`config.mk`:
```
export PLATFORM = sky130hd
export DESIGN_NAME = glyph_pixel_packer_unit
export DESIGN_NICKNAME = d
export VERILOG_FILES = /design/src/gpp_pkg.sv /design/src/gpp_cfg_regs.sv /design/src/gpp_div_pipe.sv /design/src/gpp_index_calc.sv /design/src/glyph_pixel_packer_unit.sv
export SDC_FILE = /design/constraint.sdc
export NUM_CORES = 2
export LEC_CHECK = 0
export ABC_AREA = 1
export BUFFER_PORTS_ARGS = -buffer_cell sky130_fd_sc_hd__buf_4
export CORE_ASPECT_RATIO = 1.25
export CORE_UTILIZATION = 45
export DETAILED_ROUTE_END_ITERATION = 12
export GPL_TIMING_DRIVEN = 0
export PLACE_DENSITY_LB_ADDON = 0.05
export SLEW_MARGIN = 20
export SYNTH_ARGS = -nofsm -noshare
export SYNTH_HDL_FRONTEND = slang
export SYNTH_SLANG_ARGS = --single-unit
```
`constraint.sdc`:
```
create_clock -name i_clk -period 8.3 [get_ports i_clk]
set_clock_uncertainty 0.2 [all_clocks]
set_input_delay 0.415 -clock i_clk [delete_from_list [all_inputs] [get_ports i_clk]]
set_output_delay 0.415 -clock i_clk [all_outputs]
set_load 0.005 [all_outputs]
```
`src/gpp_pkg.sv`:
```
`default_nettype none

package gpp_pkg;

    // Field widths fixed by the interface
    localparam int FIELD_COORD_WIDTH   = 16;
    localparam int COLOR_WIDTH         = 8;
    localparam int OFFSET_WIDTH        = 29;
    localparam int DIM_WIDTH           = 9;
    localparam int DEPTH_WIDTH         = 2;

    // Default for the coordinate width used by the datapath
    localparam int COORD_WIDTH_DEFAULT = 16;

    // Quotient bits resolved by each divider stage
    localparam int DIV_STEP_BITS       = 4;

    // Register stages after the divider: geometry, code, product, output
    localparam int INDEX_STAGES        = 4;

    // APB port
    localparam int APB_ADDR_WIDTH      = 5;
    localparam int APB_DATA_WIDTH      = 32;

    // Register reset values
    localparam logic [DIM_WIDTH-1:0]   GLYPH_WIDTH_RESET   = 9'd8;
    localparam logic [DIM_WIDTH-1:0]   GLYPH_HEIGHT_RESET  = 9'd8;
    localparam logic [DEPTH_WIDTH-1:0] DEPTH_LOG2_RESET    = 2'd0;
    localparam logic [DIM_WIDTH-1:0]   SHEET_COLUMNS_RESET = 9'd16;
    localparam logic [DIM_WIDTH-1:0]   SHEET_ROWS_RESET    = 9'd6;

    typedef enum logic [2:0] {
        REG_GLYPH_WIDTH   = 3'd0,
        REG_GLYPH_HEIGHT  = 3'd1,
        REG_DEPTH_LOG2    = 3'd2,
        REG_SHEET_COLUMNS = 3'd3,
        REG_SHEET_ROWS    = 3'd4
    } t_reg_index;

    // Input word: one pixel of the sheet image
    typedef struct packed {
        logic [FIELD_COORD_WIDTH-1:0] pixel_x;
        logic [FIELD_COORD_WIDTH-1:0] pixel_y;
        logic [COLOR_WIDTH-1:0]       red;
        logic [COLOR_WIDTH-1:0]       green;
        logic [COLOR_WIDTH-1:0]       blue;
    } t_pixel_word;

    // Output word: byte update for the packed charset
    typedef struct packed {
        logic [OFFSET_WIDTH-1:0] byte_offset;
        logic [7:0]              or_bits;
        logic                    in_range;
    } t_result_word;

    // Effective (clamped) configuration seen by the datapath
    typedef struct packed {
        logic [DIM_WIDTH-1:0]   glyph_width;
        logic [DIM_WIDTH-1:0]   glyph_height;
        logic [DEPTH_WIDTH-1:0] depth_log2;
        logic [DIM_WIDTH-1:0]   sheet_columns;
        logic [DIM_WIDTH-1:0]   sheet_rows;
    } t_cfg;

endpackage

`default_nettype wire

```
`src/gpp_cfg_regs.sv`:
```
`default_nettype none

module gpp_cfg_regs (
    input  wire logic                                 i_clk,
    input  wire logic                                 i_rst_n,
    input  wire logic                                 psel,
    input  wire logic                                 penable,
    input  wire logic                                 pwrite,
    input  wire logic [gpp_pkg::APB_ADDR_WIDTH-1:0]   paddr,
    input  wire logic [gpp_pkg::APB_DATA_WIDTH-1:0]   pwdata,
    output logic      [gpp_pkg::APB_DATA_WIDTH-1:0]   prdata,
    output logic                                      pready,
    output gpp_pkg::t_cfg                             o_cfg
);

    localparam int DW = gpp_pkg::DIM_WIDTH;

    logic [DW-1:0]                       r_glyph_width;
    logic [DW-1:0]                       r_glyph_height;
    logic [gpp_pkg::DEPTH_WIDTH-1:0]     r_depth_log2;
    logic [DW-1:0]                       r_sheet_columns;
    logic [DW-1:0]                       r_sheet_rows;
    gpp_pkg::t_reg_index                 reg_sel;
    logic                                wr_en;

    // Zero acts as one, anything above 256 as 256
    function automatic logic [DW-1:0] clamp_dim(input logic [DW-1:0] v);
        logic [DW-1:0] res;
        if (v == '0) begin
            res = DW'(1);
        end else if (v > DW'(256)) begin
            res = DW'(256);
        end else begin
            res = v;
        end
        return res;
    endfunction

    assign reg_sel = gpp_pkg::t_reg_index'(paddr[gpp_pkg::APB_ADDR_WIDTH-1:2]);
    assign wr_en   = psel && penable && pwrite;
    assign pready  = 1'b1;

    // Register writes
    always_ff @(posedge i_clk) begin
        if (!i_rst_n) begin
            r_glyph_width   <= gpp_pkg::GLYPH_WIDTH_RESET;
            r_glyph_height  <= gpp_pkg::GLYPH_HEIGHT_RESET;
            r_depth_log2    <= gpp_pkg::DEPTH_LOG2_RESET;
            r_sheet_columns <= gpp_pkg::SHEET_COLUMNS_RESET;
            r_sheet_rows    <= gpp_pkg::SHEET_ROWS_RESET;
        end else if (wr_en) begin
            case (reg_sel)
                gpp_pkg::REG_GLYPH_WIDTH:   r_glyph_width   <= pwdata[DW-1:0];
                gpp_pkg::REG_GLYPH_HEIGHT:  r_glyph_height  <= pwdata[DW-1:0];
                gpp_pkg::REG_DEPTH_LOG2:    r_depth_log2    <= pwdata[gpp_pkg::DEPTH_WIDTH-1:0];
                gpp_pkg::REG_SHEET_COLUMNS: r_sheet_columns <= pwdata[DW-1:0];
                gpp_pkg::REG_SHEET_ROWS:    r_sheet_rows    <= pwdata[DW-1:0];
                default: ;
            endcase
        end
    end

    // Read back the raw values
    always_comb begin
        case (reg_sel)
            gpp_pkg::REG_GLYPH_WIDTH:   prdata = gpp_pkg::APB_DATA_WIDTH'(r_glyph_width);
            gpp_pkg::REG_GLYPH_HEIGHT:  prdata = gpp_pkg::APB_DATA_WIDTH'(r_glyph_height);
            gpp_pkg::REG_DEPTH_LOG2:    prdata = gpp_pkg::APB_DATA_WIDTH'(r_depth_log2);
            gpp_pkg::REG_SHEET_COLUMNS: prdata = gpp_pkg::APB_DATA_WIDTH'(r_sheet_columns);
            gpp_pkg::REG_SHEET_ROWS:    prdata = gpp_pkg::APB_DATA_WIDTH'(r_sheet_rows);
            default:                    prdata = '0;
        endcase
    end

    // Effective configuration
    always_comb begin
        o_cfg.glyph_width   = clamp_dim(r_glyph_width);
        o_cfg.glyph_height  = clamp_dim(r_glyph_height);
        o_cfg.depth_log2    = r_depth_log2;
        o_cfg.sheet_columns = clamp_dim(r_sheet_columns);
        o_cfg.sheet_rows    = clamp_dim(r_sheet_rows);
    end

endmodule

`default_nettype wire

```
`src/gpp_div_pipe.sv`:
```
`default_nettype none

// Pipelined restoring divider: pixel_x / glyph_width and pixel_y / glyph_height,
// DIV_STEP_BITS quotient bits per stage. Luminance rides along.
module gpp_div_pipe #(
    parameter int COORD_WIDTH = gpp_pkg::COORD_WIDTH_DEFAULT
) (
    input  wire logic                                    i_clk,
    input  wire logic [(COORD_WIDTH + gpp_pkg::DIV_STEP_BITS - 1)
                       / gpp_pkg::DIV_STEP_BITS - 1:0]   i_en,
    input  wire gpp_pkg::t_cfg                           i_cfg,
    input  wire gpp_pkg::t_pixel_word                    i_word,
    output logic      [COORD_WIDTH-1:0]                  o_gcol,
    output logic      [COORD_WIDTH-1:0]                  o_grow,
    output logic      [7:0]                              o_cx,
    output logic      [7:0]                              o_cy,
    output logic      [gpp_pkg::COLOR_WIDTH-1:0]         o_lum
);

    localparam int DIV_STAGES = (COORD_WIDTH + gpp_pkg::DIV_STEP_BITS - 1)
                                / gpp_pkg::DIV_STEP_BITS;
    localparam int QW         = DIV_STAGES * gpp_pkg::DIV_STEP_BITS;
    localparam int AW         = QW + 8;

    // Accumulator: {remainder[7:0], dividend bits shifting into quotient}
    logic [AW-1:0]                     r_acc_x [DIV_STAGES];
    logic [AW-1:0]                     r_acc_y [DIV_STAGES];
    logic [gpp_pkg::COLOR_WIDTH-1:0]   r_lum   [DIV_STAGES];

    logic [AW-1:0]                     init_x;
    logic [AW-1:0]                     init_y;
    logic [9:0]                        color_sum;
    logic [19:0]                       lum_prod;
    logic [gpp_pkg::COLOR_WIDTH-1:0]   lum_in;

    // Several restoring steps; remainder stays below d <= 256
    function automatic logic [AW-1:0] div_steps(input logic [AW-1:0] acc,
                                                input logic [8:0] d);
        logic [8:0]    t;
        logic [7:0]    rem;
        logic [QW-1:0] q;
        rem = acc[AW-1:QW];
        q   = acc[QW-1:0];
        for (int i = 0; i < gpp_pkg::DIV_STEP_BITS; i++) begin
            t = {rem, q[QW-1]};
            q = {q[QW-2:0], 1'b0};
            if (t >= d) begin
                t    = t - d;
                q[0] = 1'b1;
            end
            rem = t[7:0];
        end
        return {rem, q};
    endfunction

    // Stage 0 operands; luminance = sum/3 as (sum*683)>>11, exact below 768
    always_comb begin
        init_x    = AW'(i_word.pixel_x[COORD_WIDTH-1:0]);
        init_y    = AW'(i_word.pixel_y[COORD_WIDTH-1:0]);
        color_sum = 10'(i_word.red) + 10'(i_word.green) + 10'(i_word.blue);
        lum_prod  = 20'(color_sum) * 20'd683;
        lum_in    = lum_prod[18:11];
    end

    for (genvar s = 0; s < DIV_STAGES; s++) begin : g_stage
        logic [AW-1:0]                   acc_x_in;
        logic [AW-1:0]                   acc_y_in;
        logic [gpp_pkg::COLOR_WIDTH-1:0] lum_prev;

        if (s == 0) begin : g_first
            assign acc_x_in = init_x;
            assign acc_y_in = init_y;
            assign lum_prev = lum_in;
        end else begin : g_next
            assign acc_x_in = r_acc_x[s-1];
            assign acc_y_in = r_acc_y[s-1];
            assign lum_prev = r_lum[s-1];
        end

        always_ff @(posedge i_clk) begin
            if (i_en[s]) begin
                r_acc_x[s] <= div_steps(acc_x_in, i_cfg.glyph_width);
                r_acc_y[s] <= div_steps(acc_y_in, i_cfg.glyph_height);
                r_lum[s]   <= lum_prev;
            end
        end
    end

    assign o_gcol = r_acc_x[DIV_STAGES-1][COORD_WIDTH-1:0];
    assign o_grow = r_acc_y[DIV_STAGES-1][COORD_WIDTH-1:0];
    assign o_cx   = r_acc_x[DIV_STAGES-1][AW-1:QW];
    assign o_cy   = r_acc_y[DIV_STAGES-1][AW-1:QW];
    assign o_lum  = r_lum[DIV_STAGES-1];

endmodule

`default_nettype wire

```
`src/gpp_index_calc.sv`:
```
`default_nettype none

// Glyph code, byte offset and shifted opacity bits, four register stages
module gpp_index_calc #(
    parameter int COORD_WIDTH = gpp_pkg::COORD_WIDTH_DEFAULT
) (
    input  wire logic                                    i_clk,
    input  wire logic [gpp_pkg::INDEX_STAGES-1:0]        i_en,
    input  wire gpp_pkg::t_cfg                           i_cfg,
    input  wire logic [COORD_WIDTH-1:0]                  i_gcol,
    input  wire logic [COORD_WIDTH-1:0]                  i_grow,
    input  wire logic [7:0]                              i_cx,
    input  wire logic [7:0]                              i_cy,
    input  wire logic [gpp_pkg::COLOR_WIDTH-1:0]         i_lum,
    output gpp_pkg::t_result_word                        o_word
);

    localparam int CMPW  = COORD_WIDTH + 1;
    localparam int CGW   = COORD_WIDTH + 9;
    localparam int CODEW = COORD_WIDTH + 10;
    localparam int OFFW  = gpp_pkg::OFFSET_WIDTH;

    // Combinational geometry for stage 1
    logic [1:0]  lg;
    logic [3:0]  bpp;
    logic [3:0]  ppb;
    logic [1:0]  psr;
    logic [8:0]  row_bytes;
    logic [7:0]  opa;
    logic [2:0]  pix_in_byte;
    logic [2:0]  sh;
    logic [7:0]  or_bits;
    logic        in_sheet;

    // Stage 1
    logic             r1_inside;
    logic [COORD_WIDTH-1:0] r1_gcol;
    logic [CGW-1:0]   r1_colsgrow;
    logic [17:0]      r1_gbytes;
    logic [16:0]      r1_cyoff;
    logic [7:0]       r1_bir;
    logic [7:0]       r1_or;
    // Stage 2
    logic             r2_inside;
    logic [CODEW-1:0] r2_code;
    logic [17:0]      r2_gbytes;
    logic [16:0]      r2_part;
    logic [7:0]       r2_or;
    // Stage 3
    logic             r3_inside;
    logic [OFFW-1:0]  r3_prod;
    logic [16:0]      r3_part;
    logic [7:0]       r3_or;
    // Output stage
    gpp_pkg::t_result_word r4_word;

    always_comb begin
        lg          = i_cfg.depth_log2;
        bpp         = 4'(4'd1 << lg);
        ppb         = 4'(4'd8 >> lg);
        psr         = 2'(2'd3 - lg);
        row_bytes   = 9'((10'(i_cfg.glyph_width) + 10'(ppb) - 10'd1) >> psr);
        opa         = 8'((8'd255 - i_lum) >> (4'd8 - bpp));
        pix_in_byte = 3'(i_cx & 8'(ppb - 4'd1));
        sh          = 3'(4'(4'd8 - bpp) - 4'(4'(pix_in_byte) << lg));
        or_bits     = 8'(opa << sh);
        in_sheet    = (CMPW'(i_gcol) < CMPW'(i_cfg.sheet_columns))
                   && (CMPW'(i_grow) < CMPW'(i_cfg.sheet_rows));
    end

    // Stage 1: bounds and the narrow products
    always_ff @(posedge i_clk) begin
        if (i_en[0]) begin
            r1_inside   <= in_sheet;
            r1_gcol     <= i_gcol;
            r1_colsgrow <= CGW'(i_cfg.sheet_columns) * CGW'(i_grow);
            r1_gbytes   <= 18'(i_cfg.glyph_height) * 18'(row_bytes);
            r1_cyoff    <= 17'(i_cy) * 17'(row_bytes);
            r1_bir      <= 8'(i_cx >> psr);
            r1_or       <= or_bits;
        end
    end

    // Stage 2: glyph code and in-glyph byte
    always_ff @(posedge i_clk) begin
        if (i_en[1]) begin
            r2_inside <= r1_inside;
            r2_code   <= CODEW'(r1_gcol) + CODEW'(r1_colsgrow);
            r2_gbytes <= r1_gbytes;
            r2_part   <= r1_cyoff + 17'(r1_bir);
            r2_or     <= r1_or;
        end
    end

    // Stage 3: glyph base, kept modulo 2^29
    always_ff @(posedge i_clk) begin
        if (i_en[2]) begin
            r3_inside <= r2_inside;
            r3_prod   <= OFFW'(r2_code) * OFFW'(r2_gbytes);
            r3_part   <= r2_part;
            r3_or     <= r2_or;
        end
    end

    // Output register: final add, zero fields when out of range
    always_ff @(posedge i_clk) begin
        if (i_en[3]) begin
            if (r3_inside) begin
                r4_word.byte_offset <= r3_prod + OFFW'(r3_part);
                r4_word.or_bits     <= r3_or;
                r4_word.in_range    <= 1'b1;
            end else begin
                r4_word.byte_offset <= '0;
                r4_word.or_bits     <= '0;
                r4_word.in_range    <= 1'b0;
            end
        end
    end

    assign o_word = r4_word;

endmodule

`default_nettype wire

```
`src/glyph_pixel_packer_unit.sv`:
```
// Channel | Direction | Handshake                  | Word
// --------+-----------+----------------------------+-----------------------
// in      | input     | i_in_valid / o_in_stall    | i_in_word  (t_pixel_word)
// out     | output    | o_out_valid / i_out_stall  | o_out_word (t_result_word)
// cfg     | input     | psel/penable/pwrite/pready | paddr, pwdata, prdata
//
// One word per cycle sustained while the output is not stalled; the divider
// resolves 4 quotient bits per stage; the index path forms a 29-bit product.
// Reset is synchronous: clears stage valid bits, reloads config registers.
// A stall backs up stage by stage; empty stages still fill, so input stalls
// only when every stage holds a word and the output is stalled.
`default_nettype none

module glyph_pixel_packer_unit #(
    parameter int COORD_WIDTH = gpp_pkg::COORD_WIDTH_DEFAULT
) (
    input  wire logic                                 i_clk,
    input  wire logic                                 i_rst_n,
    input  wire logic                                 i_in_valid,
    output logic                                      o_in_stall,
    input  wire gpp_pkg::t_pixel_word                 i_in_word,
    output logic                                      o_out_valid,
    input  wire logic                                 i_out_stall,
    output gpp_pkg::t_result_word                     o_out_word,
    input  wire logic                                 psel,
    input  wire logic                                 penable,
    input  wire logic                                 pwrite,
    input  wire logic [gpp_pkg::APB_ADDR_WIDTH-1:0]   paddr,
    input  wire logic [gpp_pkg::APB_DATA_WIDTH-1:0]   pwdata,
    output logic      [gpp_pkg::APB_DATA_WIDTH-1:0]   prdata,
    output logic                                      pready
);

    localparam int DIV_STAGES = (COORD_WIDTH + gpp_pkg::DIV_STEP_BITS - 1)
                                / gpp_pkg::DIV_STEP_BITS;
    localparam int NS         = DIV_STAGES + gpp_pkg::INDEX_STAGES;

    gpp_pkg::t_cfg                    cfg;
    logic [NS-1:0]                    r_valid;
    logic [NS-1:0]                    n_valid;
    logic [NS:0]                      ready;
    logic [COORD_WIDTH-1:0]           gcol;
    logic [COORD_WIDTH-1:0]           grow;
    logic [7:0]                       cx;
    logic [7:0]                       cy;
    logic [gpp_pkg::COLOR_WIDTH-1:0]  lum;

    gpp_cfg_regs u_cfg (
        .i_clk   (i_clk),
        .i_rst_n (i_rst_n),
        .psel    (psel),
        .penable (penable),
        .pwrite  (pwrite),
        .paddr   (paddr),
        .pwdata  (pwdata),
        .prdata  (prdata),
        .pready  (pready),
        .o_cfg   (cfg)
    );

    // A stage loads when it is empty or its successor moves on
    always_comb begin
        ready[NS] = !i_out_stall;
        for (int k = NS - 1; k >= 0; k--) begin
            ready[k] = !r_valid[k] || ready[k+1];
        end
    end

    always_comb begin
        n_valid[0] = ready[0] ? i_in_valid : r_valid[0];
        for (int k = 1; k < NS; k++) begin
            if (ready[k]) begin
                n_valid[k] = r_valid[k-1];
            end else begin
                n_valid[k] = r_valid[k];
            end
        end
    end

    always_ff @(posedge i_clk) begin
        if (!i_rst_n) begin
            r_valid <= '0;
        end else begin
            r_valid <= n_valid;
        end
    end

    assign o_in_stall  = !ready[0];
    assign o_out_valid = r_valid[NS-1];

    gpp_div_pipe #(
        .COORD_WIDTH (COORD_WIDTH)
    ) u_div (
        .i_clk  (i_clk),
        .i_en   (ready[DIV_STAGES-1:0]),
        .i_cfg  (cfg),
        .i_word (i_in_word),
        .o_gcol (gcol),
        .o_grow (grow),
        .o_cx   (cx),
        .o_cy   (cy),
        .o_lum  (lum)
    );

    gpp_index_calc #(
        .COORD_WIDTH (COORD_WIDTH)
    ) u_index (
        .i_clk  (i_clk),
        .i_en   (ready[NS-1:DIV_STAGES]),
        .i_cfg  (cfg),
        .i_gcol (gcol),
        .i_grow (grow),
        .i_cx   (cx),
        .i_cy   (cy),
        .i_lum  (lum),
        .o_word (o_out_word)
    );

`ifndef SYNTH
    // Words in flight change only by what enters and leaves
    a_occupancy: assert property (@(posedge i_clk) disable iff (!i_rst_n)
        $past(i_rst_n) |->
        ($countones(r_valid) == $countones($past(r_valid))
            + int'($past(i_in_valid && !o_in_stall))
            - int'($past(o_out_valid && !i_out_stall))))
        else $error("pipeline occupancy mismatch");

    // Input stalls only when the whole pipeline is full and blocked
    a_stall_full: assert property (@(posedge i_clk) disable iff (!i_rst_n)
        o_in_stall |-> (&r_valid) && i_out_stall)
        else $error("input stalled with room in the pipeline");

    // Out-of-range words carry no update
    a_out_range: assert property (@(posedge i_clk) disable iff (!i_rst_n)
        (o_out_valid && !o_out_word.in_range) |->
        (o_out_word.byte_offset == '0) && (o_out_word.or_bits == '0))
        else $error("out-of-range word with nonzero fields");
`endif

endmodule

`default_nettype wire

```
### Yosys cells after proc, flatten, opt, wreduce, memory -nomap -nowiden

Memories as Yosys holds them, arrays and structs flattened.
Cells that the tools add are included.

* add/sub/neg operators: 44
* $mul: 5
* order comparisons: 38
* eq/ne operators: 4
* shift-type cells: 7
* mux-type cells: 146
* bitwise operators: 1
* reductions and logical operators: 31

Operator list (number)
* 8-bit two-way mux: 64
* 9-bit greater-or-equal comparator: 30
* 8-bit subtractor: 30
* 1-bit two-way mux: 73
* 9-bit two-way mux: 8
* 9-bit one-hot mux with 5 select lines: 1
* 9-bit > comparator, second input constant: 4
* 9-bit zero test: 4
* 16-bit by 9-bit < comparator with 1-bit output: 2
* 29-bit by 17-bit adder with 29-bit output: 1
* 26-bit by 18-bit multiplier with 29-bit output: 1
* 16-bit by 25-bit adder with 26-bit output: 1
* 9-bit by 16-bit multiplier with 25-bit output: 1
* 10-bit by 10-bit multiplier with 19-bit output, second input constant: 1
* 1-bit by 9-bit greater-or-equal comparator with 1-bit output: 2
* 9-bit by 9-bit multiplier with 18-bit output: 1
* 17-bit by 8-bit adder with 17-bit output: 1
* 8-bit by 9-bit multiplier with 17-bit output: 1
* 1-bit by 8-bit subtractor with 8-bit output: 2
* 10-bit by 8-bit adder with 10-bit output: 1
* 9-bit by 4-bit adder with 10-bit output: 1
* 1-bit zero test: 10
* 2-bit AND reduction: 5
* 10-bit by 2-bit >> shifter with 9-bit output: 1
* 20 further kinds: 30

* register bits: 302
* bits in writable memories: 224
* input bits: 100
* output and inout bits: 73
* logic and storage cells: 311
* memories: 3

Memory list
* u_div.r_acc_x: depth 4, width 24, rd ports 4, clocked after Yosys merged registers in 0, write ports 4, RTL line gpp_div_pipe.sv:26 `logic [AW-1:0] r_acc_x [DIV_STAGES];`
* u_div.r_acc_y: depth 4, width 24, rd ports 4, clocked after Yosys merged registers in 0, write ports 4, RTL line gpp_div_pipe.sv:27 `logic [AW-1:0] r_acc_y [DIV_STAGES];`
* u_div.r_lum: depth 4, width 8, rd ports 4, clocked after Yosys merged registers in 0, write ports 4, RTL line gpp_div_pipe.sv:28 `logic [gpp_pkg::COLOR_WIDTH-1:0] r_lum [DIV_STAGES];`

### Logic depth before layout (Yosys ltp)

* word-level depth: 19
* gate-level depth with buffers: 49
* gate-level depth less buffers: 47

### Cells and area by module

A second synthesis with hierarchy kept.

* cell total of the unflattened synthesis: 7269
* area, all modules: 59544.6 um^2

By module, submodules not included
* gpp_index_calc: instances 1, cells each 3800, area each 32580.0 um^2, sequential area each 7687.4 um^2
* gpp_div_pipe: instances 1, cells each 3029, area each 24289.5 um^2, sequential area each 6726.5 um^2
* gpp_cfg_regs: instances 1, cells each 404, area each 2353.5 um^2, sequential area each 760.7 um^2
* glyph_pixel_packer_unit: instances 1, cells each 36, area each 321.6 um^2, sequential area each 160.2 um^2

### Least setup slack after synthesis

Ideal clock, no wire load.

* path type: reg2reg
* start: register u_cfg.r_glyph_width[1]
* end: register u_index.r1_gbytes[13] (data pin)
* setup time: 0.262 ns
* arrival: 6.854 ns
* data required time: 7.838 ns
* path slack: 0.984 ns
* stages on the path, launching flop included: 32
* buffers on the path: 1
* clock period less this slack: 7.316 ns
* cell sequence: dfxtp_1 -> nor2_2 -> nand3_1 -> o21ai_4 -> nand2_1 -> ha_1 -> inv_1 -> ha_1 -> fa_1 -> nand3_1 -> nand3_1 -> nand2_1 -> nand2_1 -> a21oi_1 -> or2_1 -> nand3_1 -> nand3_1 -> buf_2 -> nand3_1 -> fa_1 -> fa_1 -> fa_1 -> inv_1 -> fa_1 -> ha_1 -> a21oi_1 -> inv_1 -> a31oi_1 -> o21ai_0 -> a21oi_1 -> o21bai_1 -> xor2_1

* longest elaborated chain between the ends: 7
* elaborated cells on any way between the ends: 8
* those cells by class: 2 x add/sub; 1 x mul; 1 x order compare; 1 x shift; 2 x mux; 1 x reduce/logical

RTL lines
* start: declaration: RTL line gpp_cfg_regs.sv:18 `logic [DW-1:0] r_glyph_width;`
* start signal: assignment: RTL line gpp_cfg_regs.sv:46 `r_glyph_width <= gpp_pkg::GLYPH_WIDTH_RESET;`
* start signal: assignment: RTL line gpp_cfg_regs.sv:53 `gpp_pkg::REG_GLYPH_WIDTH: r_glyph_width <= pwdata[DW-1:0];`
* 9-bit > comparator: RTL line gpp_cfg_regs.sv:31 `end else if (v > DW'(256)) begin`
* 9-bit two-way mux: RTL line gpp_cfg_regs.sv:31
* 9-bit two-way mux (*): RTL line gpp_cfg_regs.sv:29 `if (v == '0) begin`
* 9-bit by 4-bit adder with 10-bit output (*): RTL line gpp_index_calc.sv:62 `row_bytes = 9'((10'(i_cfg.glyph_width) + 10'(ppb) - 10'd1) >> psr);`
* 10-bit by 1-bit subtractor with 10-bit output (*): RTL line gpp_index_calc.sv:62
* 10-bit by 2-bit >> shifter with 9-bit output (*): RTL line gpp_index_calc.sv:62
* 9-bit by 9-bit multiplier with 18-bit output (*): RTL line gpp_index_calc.sv:77 `r1_gbytes <= 18'(i_cfg.glyph_height) * 18'(row_bytes);`
* end signal: assignment: RTL line gpp_index_calc.sv:77
* end: declaration: RTL line gpp_index_calc.sv:39 `logic [17:0] r1_gbytes;`

Every way passes the cells marked *; elsewhere a longest branch is shown, timed or not.
A chain may end at the register's enable or synchronous reset.

### Worst setup path in the final report

* start: register u_cfg.r_glyph_width[1]
* end: register u_index.r1_cyoff[14] (data pin)

* longest elaborated chain between the ends: 7
* elaborated cells on any way between the ends: 8
* those cells by class: 2 x add/sub; 1 x mul; 1 x order compare; 1 x shift; 2 x mux; 1 x reduce/logical

RTL lines
* 9-bit > comparator: RTL line gpp_cfg_regs.sv:31
* 9-bit two-way mux: RTL line gpp_cfg_regs.sv:31
* 9-bit two-way mux (*): RTL line gpp_cfg_regs.sv:29
* 9-bit by 4-bit adder with 10-bit output (*): RTL line gpp_index_calc.sv:62
* 10-bit by 1-bit subtractor with 10-bit output (*): RTL line gpp_index_calc.sv:62
* 10-bit by 2-bit >> shifter with 9-bit output (*): RTL line gpp_index_calc.sv:62
* 8-bit by 9-bit multiplier with 17-bit output (*): RTL line gpp_index_calc.sv:78 `r1_cyoff <= 17'(i_cy) * 17'(row_bytes);`
* end signal: assignment: RTL line gpp_index_calc.sv:78
* end: declaration: RTL line gpp_index_calc.sv:40 `logic [16:0] r1_cyoff;`

Marked as above.

==> metrics.md <==
| Metric | Value |
|---|---|
| Largest net degree at the start of global routing | around 80 |
| DR pass1 iterations | 5 |
| CP Class | flip-flop to flip-flop |
| CP Launch Point | u_cfg.r_glyph_width[1] |
| Most used cell, CP | fa_1 |
| Initial Utilization | ~45% |
| Cells after Synth | 6826 |
| Buffers on Ports | 122 |
| Worst reg-to-reg setup slack | about 0.34 ns |
| Routed WL | ~160000 um |
| Htree depth | 2 |
| Routability cong. | between 0.9 and 1 |
| Layout fillers | 12300 |
| Initial antenna violation count | 10 |
| Reported max-cap violation count | 0 |
| DP Area | ~0.061 mm2 |
| Clock tree buffer depth | 3 |
| Register area share after synthesis | between 20% and 30% |
| Clk_lat worst skew | 0.67 ns |
| Clk root buf | clkbuf_16 |
| CTS tree | built |
| Final-report hold violation count | 0 |
| Commonest non-fill, non-tap cell in the layout | nand2_1 |
| Antenna-violating nets left | 0 |
| Commonest non-fill, non-tap cells in the layout | 1498 x nand2_1, 1242 x inv_1, 601 x ha_1 |
| Clock sink count | 526 |
| DR WL/cell | between 15 and 20 um |
| Ys async rst share | 0% |
| Minimum clock period | around 8.0 ns |
| Data required time of the worst path | 8.49 ns |
| I/O pins | 173 |
| Tot GR Track Use | about a quarter |
| First-pass GRT wire length | 250000 um |
| Utilization after layout | approximately half |
| Top_reg_cell synth | edfxtp_1 |
| Residual DRC | 0 |
| Cell area after layout | around 0.064 mm2 |
| EDFF count, synth | between 400 and 500 |
| Worst Tran Pin Value | 1.06 ns |
| Worst Hold Launch | paddr[3] |
| Vias in the first global route | ~46000 |
| Die Height | just over 400 um |
| First DRT Iteration DRCs | between 2000 and 2500 |
| Die area | 0.130 mm2 |
| Final setup fails | 0 |
| Slew Viols, Final | 0 |
| Die X | 322 um |
| Reg clk slew, reported paths | about 0.070 ns |
| Num CTS Buffers | a little over 60 |
| Gr ovfl total | 0 |
| Critical Path End Type | flip-flop |
| Vias | roughly 45000 |
| Final layout net count | around 8400 |
| Synth-to-layout area growth | 11.3% |
| Slew HR | 29.4% |
| Core Area | around 0.13 mm2 |
| Run status | completed |
| Share of cells above drive strength 1 | 7.90% |
| Crit Path Max Fanout | 11 |
| DP HPWL | around 130000 um |
| Crit path DAT | 8.15 ns |
| Slowest CP cell | fa_1 |
| Crit start category | flip-flop |
| Highest Clock Rate | 126 MHz |
| Ys Warns | 0 |
| Min Hold Slack | 0.117 ns |
| Avg Inst Size Synth | 8.45 um2 |
| Post-synth cell types | 79 |
| Post-synthesis register bit count | 526 |
| Critical Path Max Stage Delay | about 0.56 ns |
| Worst hold path class | input port to flip-flop |
| Unrepaired setup endpoints after global routing | true |
| Tcrit/Tclk final | between 90% and 100% |
| Worst r2r src | u_cfg.r_glyph_width[1] |
| Vias per cell | 5.11 |
| Site row count | between 100 and 150 |
| Mapped Area | ~0.058 mm2 |
## synthesized netlist by cell type, drive strengths merged (13+ instances only)
master | n | area share [%]
edfxtp | 480 | 25
buf | 85 | 0.88
o21bai | 16 | 0.21
inv | 1288 | 8.4
o21ai | 317 | 2.9
nand3b | 13 | 0.17
nand4 | 44 | 0.55
a211oi | 13 | 0.17
xnor2 | 104 | 1.6
and2 | 31 | 0.34
nor3 | 79 | 0.76
nand3 | 328 | 3.0
dfxtp | 46 | 1.6
nand2 | 1534 | 10
a21o | 15 | 0.20
or2 | 49 | 0.53
a21oi | 404 | 3.6
o211ai | 16 | 0.23
clkbuf | 85 | 0.56
fa | 532 | 18
o31ai | 22 | 0.29
a31oi | 20 | 0.25
nor2 | 404 | 2.7
ha | 607 | 13
o21a | 21 | 0.27
xor2 | 190 | 2.9
## per-stage QoR
stage / setup slack (ns) / instances / TNS, ns
2_1_floorplan: 0.984 / 6848 / 0
3_3_place_gp: -1.99 / 8672 / -267.82
3_5_place_dp: -0.312 / 8679 / -5.39
4_1_cts: 0.0173 / 8845 / 0
5_1_grt: -0.124 / 8875 / -1.03
6_report: 0.338 / 8879 / 0
## layout make-up
| class | count | area, um2 | area share [%] |
|---|---|---|---|
| antenna | 4 | 10.0 | 0.0156 |
| buffer | 170 | 852 | 1.33 |
| clock buffer | 65 | 1560 | 2.43 |
| clock inverter | 51 | 473 | 0.737 |
| inverter | 1292 | 4900 | 7.63 |
| multi-input combinational | 4860 | 37100 | 57.8 |
| sequential | 526 | 15300 | 23.9 |
| tap | 1702 | 2130 | 3.32 |
| timing repair buffer | 209 | 1810 | 2.81 |
## sequential cells by signal (all words and copies together), names as in the netlist, 17 cells and up
name / cells
u_div.r_acc_x: 96
u_div.r_acc_y: 96
u_index.o_word: 38
u_div.r_lum: 32
u_index.r3_prod: 29
u_index.r2_code: 26
u_index.r1_colsgrow: 25
u_index.r1_gbytes: 18
u_index.r2_gbytes: 18
u_index.r1_cyoff: 17
u_index.r2_part: 17
u_index.r3_part: 17
## critical path: cells and delay by family (launching register included)
| family | cells | cell delay (ns) |
|---|---|---|
| fa+ha+maj | 8 | 3.40 |
| compound gates | 7 | 1.45 |
| simple gates | 9 | 1.27 |
| buf+inv | 5 | 0.53 |
| xor+xnor | 2 | 0.45 |
| flops | 1 | 0.39 |
## what timing repair did
action                                  CTS  global route
hold endpoints to repair                 65             0
pin swaps                                 1             7
endpoints found under the setup margin   32            72
hold buffers                             39             0
setup buffers                            11            30
gates cloned                              0             0
gates resized for setup                  13            70
## per-layer routing
layer | vias to the layer above | wire (um) | GRT usage [%] | share of wire, %
li1 | 22500 | - | - | -
met5 | - | 66 | 0 | 0.042
met1 | 21600 | 62500 | 28.9 | 40
met4 | 12 | 6850 | 9.37 | 4.3
met3 | 283 | 6720 | 2.42 | 4.3
met2 | 1006 | 81600 | 46.0 | 52
## worst paths after layout
check,to,cells past startpoint
worst min register to register,u_div.r_acc_y[2][11],0
worst min-delay path,u_cfg.r_depth_log2[1],7
worst max register to register,u_index.r1_cyoff[14],31
worst max-delay path,u_index.r1_cyoff[14],31
## kinds of logic (layout without fill, tap and decap cells)
kind of cell,after synthesis,after routing,synth area share (%)
and+or+nand+nor,2502,2502,18.5
buffers and inverters,1462,1787,9.85
adders and majority gates,1139,1139,31.6
AOI/OAI and AO/OA,896,896,8.87
DFF,526,526,26.6
xor gates and xnor gates,294,294,4.48
muxes,5,5,0.0868
other,2,28,0.0130
Power is left out: the tool's default activity adds up to more than one toggle a clock period on the data nets, which glitch-free logic cannot reach.
